$ cat config.mk
export PLATFORM = sky130hd
export DESIGN_NAME = anchored_regex_matcher_top
export DESIGN_NICKNAME = d
export VERILOG_FILES = /design/src/rtl/amr_pkg.sv /design/src/rtl/amr_cell.sv /design/src/rtl/anchored_regex_matcher_top.sv
export SDC_FILE = /design/constraint.sdc
export NUM_CORES = 1
export LEC_CHECK = 0
export BUFFER_PORTS_ARGS = -buffer_cell sky130_fd_sc_hd__buf_2
export CAP_MARGIN = 40
export CORE_MARGIN = 2
export CORE_UTILIZATION = 45
export DETAILED_ROUTE_END_ITERATION = 16
export PLACE_DENSITY = 0.65
export SLEW_MARGIN = 20
export SYNTH_ARGS = -nofsm -noshare
export SYNTH_HDL_FRONTEND = slang
export SYNTH_HIERARCHICAL = 1
export SYNTH_SLANG_ARGS = --single-unit
$ cat constraint.sdc
create_clock -name i_clk -period 17.8 [get_ports i_clk]
set_input_delay 3.56 -clock i_clk [delete_from_list [all_inputs] [get_ports i_clk]]
set_output_delay 3.56 -clock i_clk [all_outputs]
set_load 0.03 [all_outputs]
$ cat src/rtl/amr_pkg.sv
// Shared constants and types for the anchored pattern matcher.
package amr_pkg;

    localparam int MAX_PATTERN = 32;

    localparam int CFG_IDX_W  = 3;
    localparam int CFG_DATA_W = 64;
    localparam int LEN_REG_W  = 6;
    localparam int CH_W       = 8;

    typedef logic [CFG_IDX_W-1:0] t_cfg_idx;

    // register indexes
    localparam t_cfg_idx CFG_PAT0 = 3'd0;
    localparam t_cfg_idx CFG_PAT1 = 3'd1;
    localparam t_cfg_idx CFG_PAT2 = 3'd2;
    localparam t_cfg_idx CFG_PAT3 = 3'd3;
    localparam t_cfg_idx CFG_LEN  = 3'd4;

    // item kinds
    localparam logic KIND_CHAR = 1'b0;
    localparam logic KIND_END  = 1'b1;

    // pattern symbols
    localparam logic [CH_W-1:0] SYM_STAR = 8'h2A;
    localparam logic [CH_W-1:0] SYM_SEP  = 8'h2E;
    localparam logic [CH_W-1:0] SYM_BAR  = 8'h7C;

    // per-cycle control shared by every cell
    typedef struct packed {
        logic fresh;   // active set is the start closure
        logic step;    // a text character is transferred this cycle
    } t_cell_ctrl;

    // link to the next cell
    typedef struct packed {
        logic st;      // start closure through a separator
        logic cl;      // step closure through a separator
        logic stp;     // unstarred literal consumed, advance one position
    } t_fwd1;

    // link to the cell two places on
    typedef struct packed {
        logic st;      // start closure skipping a starred literal
        logic cl;      // step closure skipping a starred literal
    } t_fwd2;

endpackage

$ cat src/rtl/amr_cell.sv
// One pattern position of the NFA: decoded byte flags, start bit and active bit.
module amr_cell #(
    parameter int POS   = 0,
    parameter int POS_W = 6
) (
    input  logic                      i_clk,
    input  logic [amr_pkg::CH_W-1:0]  i_byte,
    input  logic [amr_pkg::CH_W-1:0]  i_byte_prev,
    input  logic [amr_pkg::CH_W-1:0]  i_byte_next,
    input  logic [POS_W-1:0]          i_len,
    input  logic                      i_has_bar,
    input  amr_pkg::t_cell_ctrl       i_ctrl,
    input  logic [amr_pkg::CH_W-1:0]  i_ch,
    input  amr_pkg::t_fwd1            i_fwd1,
    input  amr_pkg::t_fwd2            i_fwd2,
    output amr_pkg::t_fwd1            o_fwd1,
    output amr_pkg::t_fwd2            o_fwd2,
    output logic                      o_end_hit
);

    localparam logic [POS_W:0] POS_V = (POS_W+1)'(POS);
    localparam logic [POS_W:0] POS_N = (POS_W+1)'(POS + 1);

    logic                     r_lit, r_sep, r_star, r_end, r_seed, r_start, r_act;
    logic [amr_pkg::CH_W-1:0] r_byte;

    logic n_lit, n_sep, n_star, n_end, n_seed;
    logic lt, lt_next, le, is_bar, is_sep, first;
    logic act_eff, match, nv, v, sv;

    // decode, registered from the configuration every cycle
    always_comb begin
        lt      = POS_V < {1'b0, i_len};
        lt_next = POS_N < {1'b0, i_len};
        le      = POS_V <= {1'b0, i_len};
        is_bar  = (i_byte == amr_pkg::SYM_BAR);
        is_sep  = (i_byte == amr_pkg::SYM_SEP);
        first   = (POS == 0) || (i_byte_prev == amr_pkg::SYM_BAR);
        n_end   = !lt || is_bar;
        n_sep   = lt && is_sep;
        n_lit   = lt && !is_bar && !is_sep;
        n_star  = n_lit && lt_next && (i_byte_next == amr_pkg::SYM_STAR);
        n_seed  = first && le && !(i_has_bar && n_end);
    end

    always_ff @(posedge i_clk) begin
        r_byte  <= i_byte;
        r_lit   <= n_lit;
        r_sep   <= n_sep;
        r_star  <= n_star;
        r_end   <= n_end;
        r_seed  <= n_seed;
        r_start <= sv;
        if (i_ctrl.step) begin
            r_act <= v;
        end
    end

    always_comb begin
        // start closure ripples along the row
        sv = r_seed | i_fwd1.st | i_fwd2.st;

        act_eff = i_ctrl.fresh ? r_start : r_act;
        match   = act_eff && r_lit && (r_byte == i_ch);
        nv      = (match && r_star) || i_fwd1.stp;
        v       = nv | i_fwd1.cl | i_fwd2.cl;

        o_fwd1.st  = sv && r_sep;
        o_fwd1.cl  = v && r_sep;
        o_fwd1.stp = match && !r_star;
        o_fwd2.st  = sv && r_star;
        o_fwd2.cl  = v && r_star;

        o_end_hit = act_eff && r_end;
    end

endmodule

$ cat src/rtl/anchored_regex_matcher_top.sv
// Top level of the anchored pattern matcher: configuration, cell row and output stage.
//
// Text items arrive on i_in_valid / o_in_ready with i_kind and i_ch. A character
// (kind 0) updates the active-position vector and gives no result; an end-of-text
// item (kind 1) gives one result on o_out_valid / i_out_ready with o_accepted,
// then the matcher restarts for the next text.
// Throughput is one item per cycle while the input is not held off: the character
// update ripples combinationally through the row of MAX_PATTERN+1 position cells.
// The result of an end-of-text item is registered; it shows the cycle after its transfer.
// While a result waits and the receiver stalls, the input is held off for every
// item kind; it flows again in the cycle in which the receiver takes the result.
// Configuration writes on i_cfg_we / i_cfg_index / i_cfg_data take effect at once
// in the registers; the input is held off after each write to a defined register
// (and after reset) while the byte decode and then the start closure are rebuilt.
// Reset clears the pattern to empty, drops any pending result and restarts.
module anchored_regex_matcher_top #(
    parameter int MAX_PATTERN = amr_pkg::MAX_PATTERN
) (
    input  logic                            i_clk,
    input  logic                            i_rst_n,
    input  logic                            i_cfg_we,
    input  logic [amr_pkg::CFG_IDX_W-1:0]   i_cfg_index,
    input  logic [amr_pkg::CFG_DATA_W-1:0]  i_cfg_data,
    input  logic                            i_in_valid,
    output logic                            o_in_ready,
    input  logic                            i_kind,
    input  logic [amr_pkg::CH_W-1:0]        i_ch,
    output logic                            o_out_valid,
    input  logic                            i_out_ready,
    output logic                            o_accepted
);

    localparam int POS_W = $clog2(MAX_PATTERN + 1);
    localparam logic [1:0] HOLD_CYCLES = 2'd2;

    logic [amr_pkg::CH_W-1:0]      r_pat [MAX_PATTERN];
    logic [amr_pkg::LEN_REG_W-1:0] r_len;
    logic [1:0]                    r_hold;
    logic                          r_fresh;
    logic                          r_out_valid;
    logic                          r_accepted;

    logic [POS_W-1:0]          len_eff;
    logic [MAX_PATTERN-1:0]    bar_hits;
    logic                      has_bar;
    logic                      cfg_hit;
    logic                      in_xfer;
    logic                      acc;
    logic [MAX_PATTERN:0]      end_hits;
    amr_pkg::t_cell_ctrl       ctrl;
    amr_pkg::t_fwd1            fwd1 [MAX_PATTERN+1];
    amr_pkg::t_fwd2            fwd2 [MAX_PATTERN+1];

    // pattern bytes
    always_ff @(posedge i_clk) begin
        for (int b = 0; b < MAX_PATTERN; b++) begin
            if (!i_rst_n) begin
                r_pat[b] <= '0;
            end else if (i_cfg_we && i_cfg_index == amr_pkg::CFG_PAT0 + 3'(b / 8)) begin
                r_pat[b] <= i_cfg_data[8*(b%8) +: 8];
            end
        end
    end

    for (genvar b = 0; b < MAX_PATTERN; b++) begin : g_pat
        assign bar_hits[b] = (POS_W'(b) < len_eff) && (r_pat[b] == amr_pkg::SYM_BAR);
    end

    assign len_eff = (r_len > amr_pkg::LEN_REG_W'(MAX_PATTERN)) ? POS_W'(MAX_PATTERN)
                                                               : r_len[POS_W-1:0];
    assign has_bar = |bar_hits;

    always_comb begin
        case (i_cfg_index)
            amr_pkg::CFG_PAT0,
            amr_pkg::CFG_PAT1,
            amr_pkg::CFG_PAT2,
            amr_pkg::CFG_PAT3,
            amr_pkg::CFG_LEN:  cfg_hit = i_cfg_we;
            default:           cfg_hit = 1'b0;
        endcase
    end

    assign o_in_ready = (r_hold == 2'd0) && (!r_out_valid || i_out_ready);
    assign in_xfer    = i_in_valid && o_in_ready;

    assign ctrl.fresh = r_fresh;
    assign ctrl.step  = in_xfer && (i_kind == amr_pkg::KIND_CHAR);

    // row of position cells, the last one holds no pattern byte and only ever marks an end
    for (genvar p = 0; p <= MAX_PATTERN; p++) begin : g_cell
        logic [amr_pkg::CH_W-1:0] byte_own, byte_prev, byte_next;
        amr_pkg::t_fwd1           fwd1_in;
        amr_pkg::t_fwd2           fwd2_in;

        if (p < MAX_PATTERN) begin : g_own
            assign byte_own = r_pat[p];
        end else begin : g_own_none
            assign byte_own = '0;
        end
        if (p + 1 < MAX_PATTERN) begin : g_next
            assign byte_next = r_pat[p+1];
        end else begin : g_next_none
            assign byte_next = '0;
        end
        if (p > 0) begin : g_prev
            assign byte_prev = r_pat[p-1];
            assign fwd1_in   = fwd1[p-1];
        end else begin : g_prev_none
            assign byte_prev = '0;
            assign fwd1_in   = '0;
        end
        if (p > 1) begin : g_prev2
            assign fwd2_in = fwd2[p-2];
        end else begin : g_prev2_none
            assign fwd2_in = '0;
        end

        amr_cell #(
            .POS   (p),
            .POS_W (POS_W)
        ) u_cell (
            .i_clk       (i_clk),
            .i_byte      (byte_own),
            .i_byte_prev (byte_prev),
            .i_byte_next (byte_next),
            .i_len       (len_eff),
            .i_has_bar   (has_bar),
            .i_ctrl      (ctrl),
            .i_ch        (i_ch),
            .i_fwd1      (fwd1_in),
            .i_fwd2      (fwd2_in),
            .o_fwd1      (fwd1[p]),
            .o_fwd2      (fwd2[p]),
            .o_end_hit   (end_hits[p])
        );
    end

    assign acc = |end_hits;

    always_ff @(posedge i_clk) begin
        if (!i_rst_n) begin
            r_len       <= '0;
            r_hold      <= HOLD_CYCLES;
            r_fresh     <= 1'b1;
            r_out_valid <= 1'b0;
            r_accepted  <= 1'b0;
        end else begin
            if (r_hold != 2'd0) begin
                r_hold <= r_hold - 2'd1;
            end
            if (r_out_valid && i_out_ready) begin
                r_out_valid <= 1'b0;
            end
            if (in_xfer) begin
                if (i_kind == amr_pkg::KIND_END) begin
                    r_out_valid <= 1'b1;
                    r_accepted  <= acc;
                    r_fresh     <= 1'b1;
                end else begin
                    r_fresh <= 1'b0;
                end
            end
            // user writes only while idle, not enforced; a defined register write restarts
            if (cfg_hit) begin
                r_hold  <= HOLD_CYCLES;
                r_fresh <= 1'b1;
                if (i_cfg_index == amr_pkg::CFG_LEN) begin
                    r_len <= i_cfg_data[amr_pkg::LEN_REG_W-1:0];
                end
            end
        end
    end

    assign o_out_valid = r_out_valid;
    assign o_accepted  = r_accepted;

endmodule

Word-level counts from Yosys, hierarchy flattened

Memories as Yosys holds them, arrays and structs flattened.
Cells that the tools add are included.

Input bits: 81
Output and inout port bits: 3
Bits in writable memories: 256
Bits in registers: 494
Memories: 1
Logic and storage cells: 1553

$add $sub $neg: 1
Reductions and logical operators: 814
Multiplexer cells: 84
Equality and inequality tests: 131
$lt $le $gt $ge: 98
Bitwise gates (word level): 160

Memories:

| memory | depth | width | read ports | clocked after memory_dff | write ports | RTL line                         | text |
|---|---|---|---|---|---|---|---|
| r_pat  | 32    | 8     | 32         | 0                        | 32          | anchored_regex_matcher_top.sv:36 | `logic [amr_pkg::CH_W-1:0] r_pat [MAX_PATTERN];` |

Operator list:

| operator                                           | number |
|---|---|
| logical AND 1 bit                                  | 580 |
| == test 8 x 6 -> 1 bit, second input constant      | 63 |
| == test 8 x 7 -> 1 bit, second input constant      | 32 |
| == test 8 bit                                      | 32 |
| 2-to-1 mux 8 bit                                   | 32 |
| < comparator 5 x 6 -> 1 bit, first input constant  | 32 |
| logical NOT 1 bit                                  | 162 |
| bitwise OR 1 bit                                   | 158 |
| <= comparator 5 x 6 -> 1 bit, first input constant | 16 |
| < comparator 4 x 6 -> 1 bit, first input constant  | 16 |
| logical OR 1 bit                                   | 63 |
| 2-to-1 mux 1 bit                                   | 51 |
| <= comparator 4 x 6 -> 1 bit, first input constant | 8 |
| < comparator 3 x 6 -> 1 bit, first input constant  | 8 |
| OR reduction 33 bit                                | 1 |
| OR reduction 32 bit                                | 1 |
| <= comparator 3 x 6 -> 1 bit, first input constant | 4 |
| < comparator 1 x 6 -> 1 bit, first input constant  | 4 |
| < comparator 2 x 6 -> 1 bit, first input constant  | 4 |
| <= comparator 2 x 6 -> 1 bit, first input constant | 2 |
| == test 3 x 2 -> 1 bit, second input constant      | 2 |
| > comparator 6 bit, second input constant          | 1 |
| <= comparator 1 x 6 -> 1 bit, first input constant | 1 |
| <= comparator 6 bit, first input constant          | 1 |
| other kinds (12)                                   | 14 |

Logic depth before layout (Yosys ltp)

Gate-level depths: netlist of run 1.

Depth in word-level cells: 99
Mapped depth: 68
Depth with buffers taken out: 68

Hierarchy

Netlist of run 1, hierarchy kept.

Modules (own cells, without submodules):

| module                            | seq. area each (um^2) | instances | area an instance (um^2) | cells each |
|---|---|---|---|---|
| anchored_regex_matcher_top        | 7907.6                | 1         | 11123.2                 | 775 |
| amr_cell at g_cell[14].u_cell ... | 310.3                 | 2         | 643.1                   | 59 |
| amr_cell at g_cell[1].u_cell ...  | 310.3                 | 2         | 636.9                   | 60 |
| amr_cell at g_cell[4].u_cell ...  | 310.3                 | 2         | 630.6                   | 60 |
| amr_cell at g_cell[23].u_cell ... | 310.3                 | 2         | 629.4                   | 57 |
| amr_cell at g_cell[27].u_cell ... | 310.3                 | 2         | 626.9                   | 58 |
| amr_cell at g_cell[20].u_cell     | 310.3                 | 1         | 658.1                   | 64 |
| amr_cell at g_cell[21].u_cell     | 310.3                 | 1         | 656.9                   | 60 |
| amr_cell at g_cell[10].u_cell     | 310.3                 | 1         | 650.6                   | 62 |
| amr_cell at g_cell[12].u_cell     | 310.3                 | 1         | 649.4                   | 61 |
| amr_cell at g_cell[11].u_cell     | 310.3                 | 1         | 648.1                   | 58 |
| amr_cell at g_cell[17].u_cell     | 310.3                 | 1         | 646.9                   | 61 |
| amr_cell at g_cell[19].u_cell     | 310.3                 | 1         | 644.4                   | 60 |
| amr_cell at g_cell[25].u_cell     | 310.3                 | 1         | 644.4                   | 61 |
| 15 more rows                      | n/a                   | n/a       | n/a                     | n/a |

Worst setup path before layout of run 1

OpenSTA, ideal clock, no wires.

Kind: flip-flop to flip-flop
Start point: reg g_cell[0].u_cell.r_seed
End point: reg g_cell[32].u_cell.r_start
Cell stages (with the launch flop): 66
Buffers on the path: 0
Library setup time: 0.135 ns
Period minus slack after synthesis: 17.692 ns
Data arrival time: 17.557 ns
Setup slack: 0.108 ns
Required time: 17.665 ns
Path through: dfxtp_1 -> or3_1 -> and2_1 -> or3_1 -> and2_1 -> or3_1 -> and2_1 -> or3_1 -> and2_1 -> or3_1 -> and2_1 -> or3_1 -> and2_1 -> or3_1 -> and2_1 -> or3_1 -> and2_1 -> or3_1 -> [... 30 more ...] -> and2_1 -> or3_1 -> and2_1 -> or3_1 -> and2_1 -> or3_1 -> and2_1 -> or3_1 -> and2_1 -> or3_1 -> and2_1 -> or3_1 -> and2_1 -> or3_1 -> and2_1 -> or3_1 -> and2_1 -> or3_1

RTL lines:

| item                   | RTL line       | text |
|---|---|---|
| from (decl)            | amr_cell.sv:24 | `logic r_lit, r_sep, r_star, r_end, r_seed, r_start, r_act;` |
| from (signal assigned) | amr_cell.sv:52 | `r_seed <= n_seed;` |
| to (signal assigned)   | amr_cell.sv:53 | `r_start <= sv;` |
| to (decl)              | amr_cell.sv:24 |  |

==> flow_summary.json, run 1 <==
{
  "worst_ir_drop_vdd_mv": 0.0703,
  "placementRows": 97,
  "design.die.area_sq_um": 73200,
  "reg2reg_slack_ns": 0.36,
  "post_synthesis_cells": 2720,
  "initial_core_util_pct": 45.5,
  "final_min_period_over_clock_period_pct": 98.0,
  "layout-drive-gt1-share_pct": 17.0,
  "pin_count_of_the_biggest_net_entering_global_routing": 65,
  "finalCoreUtilization_pct": 53.3,
  "final_antenna_net_count": 0,
  "dieHeight_um": 270,
  "route.detailed.wl_per_inst_um": 27.0,
  "grt_antenna_before_repair": 7,
  "outcome": "finished, final reports clean",
  "chipWidth_um": 270,
  "core-area_sq_um": 70100,
  "slowest_cell_on_the_critical_path": "sky130_fd_sc_hd__or3_4",
  "worst_path_most_repeated_cell": "sky130_fd_sc_hd__or3_4",
  "end_of_the_worst_register_to_register_path": "g_cell[32].u_cell/r_start$_DFF_P_",
  "hold_path_class": "register to register",
  "hold-worst-slack_ns": 0.411,
  "post_synthesis_mean_instance_area_sq_um": 11.7,
  "worstReg2RegStart": "g_cell[0].u_cell/r_seed$_DFF_P_",
  "post-route-min-period_ns": 17.44,
  "dp.final_hpwl_mm": 75.7,
  "final_cell_mix": "sky130_fd_sc_hd__dfxtp_1 (470), sky130_fd_sc_hd__and2_1 (327), sky130_fd_sc_hd__edfxtp_1 (289)",
  "io_pins": 84,
  "detail_route.first_pass.iterations": 6,
  "mostFrequentLayoutCell": "sky130_fd_sc_hd__dfxtp_1",
  "count_of_pins_over_their_slew_limit": 0,
  "clock-skew-final_ns": 0.0160,
  "final_net_count": 3090,
  "critPathMaxStageDelay_ns": 0.42,
  "cts_hold_repair.buffers": 0,
  "worstPathArrival_ns": 17.94,
  "max_cap_violations": 0,
  "crit_buf_inv": 0,
  "worst_slew_margin_rel_pct": 38.5,
  "clock_tree_from_tritoncts": "done",
  "post-route-worst-setup-slack_ns": 0.356,
  "cts_inserted_buffers": 80,
  "wire_length_of_the_first_global_routing_pass_mm": 155,
  "cts_buffer_depth": 3,
  "place.gp.congestion": 0.921,
  "cts_sinks": 761,
  "grtUsageTotal_pct": 29.0,
  "worstHoldEndpoint": "g_cell[32].u_cell/r_start$_DFF_P_",
  "placed_cells": 3859,
  "yosys_warn_count": 6,
  "grt_pass1_vias": 22577,
  "drt-vias-per-instance": 5.93,
  "drt-initial-drc-count": 2446,
  "whs_path_depth": 1,
  "timing.reg2reg.worst_path_depth": 65,
  "clk_pin_slew_ns": 0.06,
  "fillers": 6105,
  "setup.worst_path.class": "register to register",
  "clock.fmax_mhz": 57.3,
  "worstMarginPinSlew_ns": 0.915,
  "detail_route.drc_violations": 0,
  "hold_start": "g_cell[32].u_cell/r_seed$_DFF_P_",
  "clock-root-buffer": "sky130_fd_sc_hd__clkbuf_16",
  "power_density_nw_per_um2": 103,
  "critical_path.endpoint_type": "register",
  "post-place-ws_ns": -0.963,
  "worstSkewPairLatency_ns": 0.62,
  "vias_post_dr": 23791,
  "buffer_ports.inserted": 83,
  "final_hold_viol_count": 0,
  "area.growth.synth_to_final_pct": 17.1,
  "grt-ovfl-total": 0,
  "cp.depth": 65,
  "synthesis.area_sq_um": 32000,
  "power_leakage_nw": 14.2,
  "crit_path_max_fanout": 3,
  "timing.critical_path.from_type": "register",
  "fin_total_pwr_w": 0.00386,
  "critical_path_required_ns": 18.30,
  "routed_wirelength_mm": 109,
  "final_cells": 4013,
  "critical-path-top-delay-family": "simple AND/OR/NAND/NOR gates",
  "timing.final.setup_violations": 0,
  "cts.htree.levels": 3
}
==> sequential cells by signal, summed over array words and instances, names as in the netlist, 2 cells and up <==
register	cells
r_hold	2
g_cell.u_cell/r_seed	33
g_cell.u_cell/r_lit	33
g_cell.u_cell/r_byte	264
g_cell.u_cell/r_start	33
g_cell.u_cell/r_end	33
r_len	6
g_cell.u_cell/r_star	33
g_cell.u_cell/r_act	33
r_pat	256
g_cell.u_cell/r_sep	32
==> per-layer routing <==
metal	vias to the layer above	wire, um	GRT usage [%]
met1	11864	46400	40.3
met3	223	8400	4.42
li1	10559	-	-
met2	1145	49500	46.0
met4	0	4220	10.5
met5	-	0	0
==> cell type report <==
cell class              instances  area, sq um  share of cell area (%)
clock inverters                24          136                   0.365
diodes                          3         7.51                  0.0201
well taps                     940         1180                    3.14
repair buffers                199         1400                    3.75
multi-input cells            1928        14000                    37.6
inverters                      38          143                   0.381
flip-flops and latches        761        18100                    48.5
clock buffers                 120         2360                    6.31
==> how the worst max path moves through the flow <==
| stage | start | endpoint | slack [ns] |
|---|---|---|---|
| after floorplan | g_cell[0].u_cell/r_seed$_DFF_P_ | g_cell[32].u_cell/r_start$_DFF_P_ | 0.16 |
| after global placement | g_cell[0].u_cell/r_seed$_DFF_P_ | g_cell[32].u_cell/r_start$_DFF_P_ | -0.69 |
| after detailed placement | g_cell[0].u_cell/r_seed$_DFF_P_ | g_cell[32].u_cell/r_start$_DFF_P_ | -0.96 |
| after CTS | g_cell[0].u_cell/r_seed$_DFF_P_ | g_cell[32].u_cell/r_start$_DFF_P_ | 0.03 |
| after global routing | g_cell[0].u_cell/r_seed$_DFF_P_ | g_cell[32].u_cell/r_start$_DFF_P_ | -0.05 |
| final | g_cell[0].u_cell/r_seed$_DFF_P_ | g_cell[32].u_cell/r_start$_DFF_P_ | 0.36 |
==> power by group <==
group | switching (W) | internal (W) | total [W] | leakage (nW)
Sequential | 0.0000853 | 0.00190 | 0.00199 | 6.68
Clock | 0.000682 | 0.000928 | 0.00161 | 1.24
Combinational | 0.000164 | 0.0000979 | 0.000262 | 6.27
Total | 0.000931 | 0.00293 | 0.00386 | 14.2
==> metrics by stage <==
stage	setup TNS, ns	instance area (sq um)
floorplan	0	32100
global placement	-0.859	34500
detailed placement	-1.45	34600
CTS	0	37200
global route	-0.0484	37400
finish	0	37400
==> repair_timing <==
action | in CTS | in global routing
endpoints found under the setup margin | 3 | 5
resized for setup | 13 | 35
pin swaps | 11 | 19
setup buffers | 4 | 1
Power figures use the tool's default switching activity.
==> run 2: changes to the inputs <==
--- a/config.mk
+++ b/config.mk
@@ -14,5 +14,4 @@
 export SLEW_MARGIN = 20
 export SYNTH_ARGS = -nofsm -noshare
 export SYNTH_HDL_FRONTEND = slang
-export SYNTH_HIERARCHICAL = 1
 export SYNTH_SLANG_ARGS = --single-unit
==> run 2 against run 1 <==
Via count shrank 16%. Clock-buffer cell count shrank 7. Synthesized area down 9.3%. Synthesized cell count is 8.2% lower. Fmax grew 51%. Register-to-register slack gained 8.9 ns. Utilization fell by 1.5 points. Setup slack gained 5.9 ns.
==> flow_summary.json, run 2 <==
{
  "outcome": "finished, final reports clean",
  "crit_path_max_fanout": 18,
  "postSynthRegisterBits": 750,
  "post-place-ws_ns": 5.75,
  "yosys-top-cells-count": "sky130_fd_sc_hd__dfxtp_1 (461), sky130_fd_sc_hd__edfxtp_1 (289), sky130_fd_sc_hd__and2_1 (265)",
  "synth_top_area_cell": "sky130_fd_sc_hd__dfxtp_1",
  "post-route-worst-setup-slack_ns": 6.27,
  "final_antenna_net_count": 0,
  "critical_path_required_ns": 18.18,
  "clock.fmax_mhz": 86.7,
  "finish.instance_area_sq_um": 33200,
  "layout-drive-gt1-share_pct": 11.9,
  "pin_count_of_the_biggest_net_entering_global_routing": 65,
  "dp.final_hpwl_mm": 68.7,
  "grt_pass1_vias": 19763,
  "initial_core_util_pct": 45.2,
  "drt-initial-drc-count": 2014,
  "yosys.cell_types.count": 84,
  "fin_total_pwr_w": 0.00382,
  "power_density_nw_per_um2": 115,
  "post_synthesis_mean_instance_area_sq_um": 11.6,
  "power_leakage_nw": 12.5,
  "route.detailed.wl_per_inst_um": 26.0,
  "synth_sequential_area_ratio_pct": 61.8,
  "critical_path.endpoint_type": "register",
  "worstSkewPairLatency_ns": 0.64,
  "mostFrequentLayoutCell": "sky130_fd_sc_hd__dfxtp_1",
  "timing.final.setup_violations": 0,
  "post-route-min-period_ns": 11.53,
  "core-area_sq_um": 64100,
  "buffer_ports.inserted": 83,
  "routed_wirelength_mm": 92.1,
  "worstMarginPinSlew_ns": 0.919,
  "clock_tree_from_tritoncts": "done",
  "fin_tns_setup_ns": 0,
  "timing.critical_path.from_type": "input port",
  "detailed_place.area_sq_um": 30600,
  "post_synth_main_area_contributors": "sky130_fd_sc_hd__dfxtp_1 (32%), sky130_fd_sc_hd__edfxtp_1 (30%), sky130_fd_sc_hd__and2_1 (5.7%)",
  "rsz_0062_raised_after_global_routing": "no",
  "design.die.area_sq_um": 66500,
  "post-synth-top-count-cell": "sky130_fd_sc_hd__dfxtp_1",
  "detail_route.drc_violations": 0,
  "synth_largest_type_area_fraction_pct": 31.8,
  "worst_ir_drop_vdd_mv": 0.0640,
  "setup.worst_path.class": "input port to register",
  "final_min_period_over_clock_period_pct": 64.8,
  "grtUsageTotal_pct": 27.4,
  "grt_antenna_before_repair": 1,
  "grt-ovfl-total": 0,
  "placementRows": 93,
  "synth_enable_flop_cells": 289,
  "place.gp.congestion": 1.02,
  "cts_hold_repair.buffers": 0,
  "area.growth.synth_to_final_pct": 14.7,
  "syn_nets": 2578,
  "async_reset_ff_share_pct": 0,
  "worstPathArrival_ns": 11.91,
  "yosys_warn_count": 0,
  "dieHeight_um": 258,
  "final_net_count": 2702,
  "cts.htree.levels": 3,
  "synth_top_flop_cell": "sky130_fd_sc_hd__dfxtp_1",
  "hold_path_class": "register to register",
  "worst_slew_margin_rel_pct": 37.9,
  "detail_route.first_pass.iterations": 8,
  "cts_buffer_depth": 3,
  "cts_sinks": 750,
  "drt-vias-per-instance": 5.67,
  "post_synthesis_cells": 2496,
  "final_hold_viol_count": 0,
  "chipWidth_um": 258,
  "final_cell_mix": "sky130_fd_sc_hd__dfxtp_1 (460), sky130_fd_sc_hd__edfxtp_1 (289), sky130_fd_sc_hd__and2_1 (265)",
  "max_cap_violations": 0,
  "vias_post_dr": 20063,
  "reg.largest.list": "g_cell.u_cell.r_byte x256, r_pat x256",
  "wire_length_of_the_first_global_routing_pass_mm": 133,
  "post-cts-setup-buffers": 0,
  "count_of_pins_over_their_slew_limit": 0,
  "clock-skew-final_ns": 0.0372,
  "io_pins": 84,
  "cts_inserted_buffers": 78,
  "clock-root-buffer": "sky130_fd_sc_hd__clkbuf_16",
  "clk_pin_slew_ns": 0.06,
  "post_cts.resized_instances": 0,
  "synthesis.area_sq_um": 29000
}
==> run 2: cell families after synthesis <==
| logic type | Yosys count | share of synthesized area (%) |
|---|---|---|
| buffers and inverters | 171 | 2.37 |
| AOI/OAI and AO/OA | 310 | 8.02 |
| DFF | 750 | 61.8 |
| adders and majority gates | 1 | 0.0432 |
| muxes | 40 | 1.51 |
| xor gates and xnor gates | 257 | 7.76 |
| other | 2 | 0.0259 |
| and+or+nand+nor | 965 | 18.5 |
==> run 2: final cells by class <==
cell class,instances,area [sq um]
Multi-Input combinational cell,1575,10500
Clock inverter,32,285
Fill cell,5596,30900
Antenna cell,1,2.50
Timing Repair Buffer,120,790
Clock buffer,113,2350
Tap cell,855,1070
Sequential cell,750,17900
Inverter,95,357
==> run 2: metal layers <==
metal | GRT usage (%) | part of all wire, %
met1 | 37.2 | 43
met2 | 43.2 | 45
met3 | 4.35 | 7.3
met4 | 12.5 | 4.5
met5 | 0 | 0
==> run 2: final timing paths <==
check | startpoint | end | slack (ns) | depth (start not counted)
worst min register to register | r_pat[0][72]$_SDFFCE_PN0P_ | g_cell[9].u_cell.r_byte[0]$_DFF_P_ | 0.36 | 0
worst max register to register | g_cell[1].u_cell.r_sep$_DFF_P_ | g_cell[32].u_cell.r_start$_DFF_P_ | 9.24 | 26
worst min-delay path | r_pat[0][72]$_SDFFCE_PN0P_ | g_cell[9].u_cell.r_byte[0]$_DFF_P_ | 0.36 | 0
worst max-delay path | i_ch[4] | g_cell[32].u_cell.r_act$_DFFE_PP_ | 6.27 | 28
==> run 2: stage by stage <==
step           cells  hold WS, ns  util [%]
2_1_floorplan   2496        0.339         -
3_3_place_gp    3385        0.343      47.5
3_5_place_dp    3392        0.349      47.7
4_1_cts         3537        0.362      51.8
5_1_grt         3540        0.368      51.9
6_report        3541        0.357      51.9
==> run 2: power by group <==
group / internal, W / leakage [nW] / switching (W)
Clock: 0.000971 / 1.30 / 0.000700
Combinational: 0.0000808 / 4.64 / 0.000140
Sequential: 0.00187 / 6.60 / 0.0000575
Total: 0.00292 / 12.5 / 0.000897
==> run 2: critical path: stages <==
cell	delay, ns
sky130_fd_sc_hd__buf_2	0.57
sky130_fd_sc_hd__buf_4	0.53
sky130_fd_sc_hd__xor2_1	0.21
sky130_fd_sc_hd__nand2b_1	0.18
sky130_fd_sc_hd__nor4_1	0.11
sky130_fd_sc_hd__o311ai_2	0.31
sky130_fd_sc_hd__o211ai_2	0.21
sky130_fd_sc_hd__a2111oi_4	0.38
sky130_fd_sc_hd__nor2_1	0.15
sky130_fd_sc_hd__o31ai_2	0.36
sky130_fd_sc_hd__a31oi_1	0.17
sky130_fd_sc_hd__o31ai_1	0.39
sky130_fd_sc_hd__nand2_1	0.23
sky130_fd_sc_hd__a221oi_2	0.39
sky130_fd_sc_hd__o211ai_2	0.19
sky130_fd_sc_hd__a21oi_2	0.23
sky130_fd_sc_hd__o211ai_2	0.17
sky130_fd_sc_hd__o31ai_2	0.42
sky130_fd_sc_hd__o21ai_1	0.11
sky130_fd_sc_hd__or3_4	0.37
sky130_fd_sc_hd__a211oi_4	0.34
sky130_fd_sc_hd__o221ai_1	0.14
sky130_fd_sc_hd__or3b_1	0.45
sky130_fd_sc_hd__a221o_1	0.36
sky130_fd_sc_hd__a221o_1	0.36
sky130_fd_sc_hd__a221o_1	0.35
sky130_fd_sc_hd__a221o_1	0.32
sky130_fd_sc_hd__a221o_1	0.29
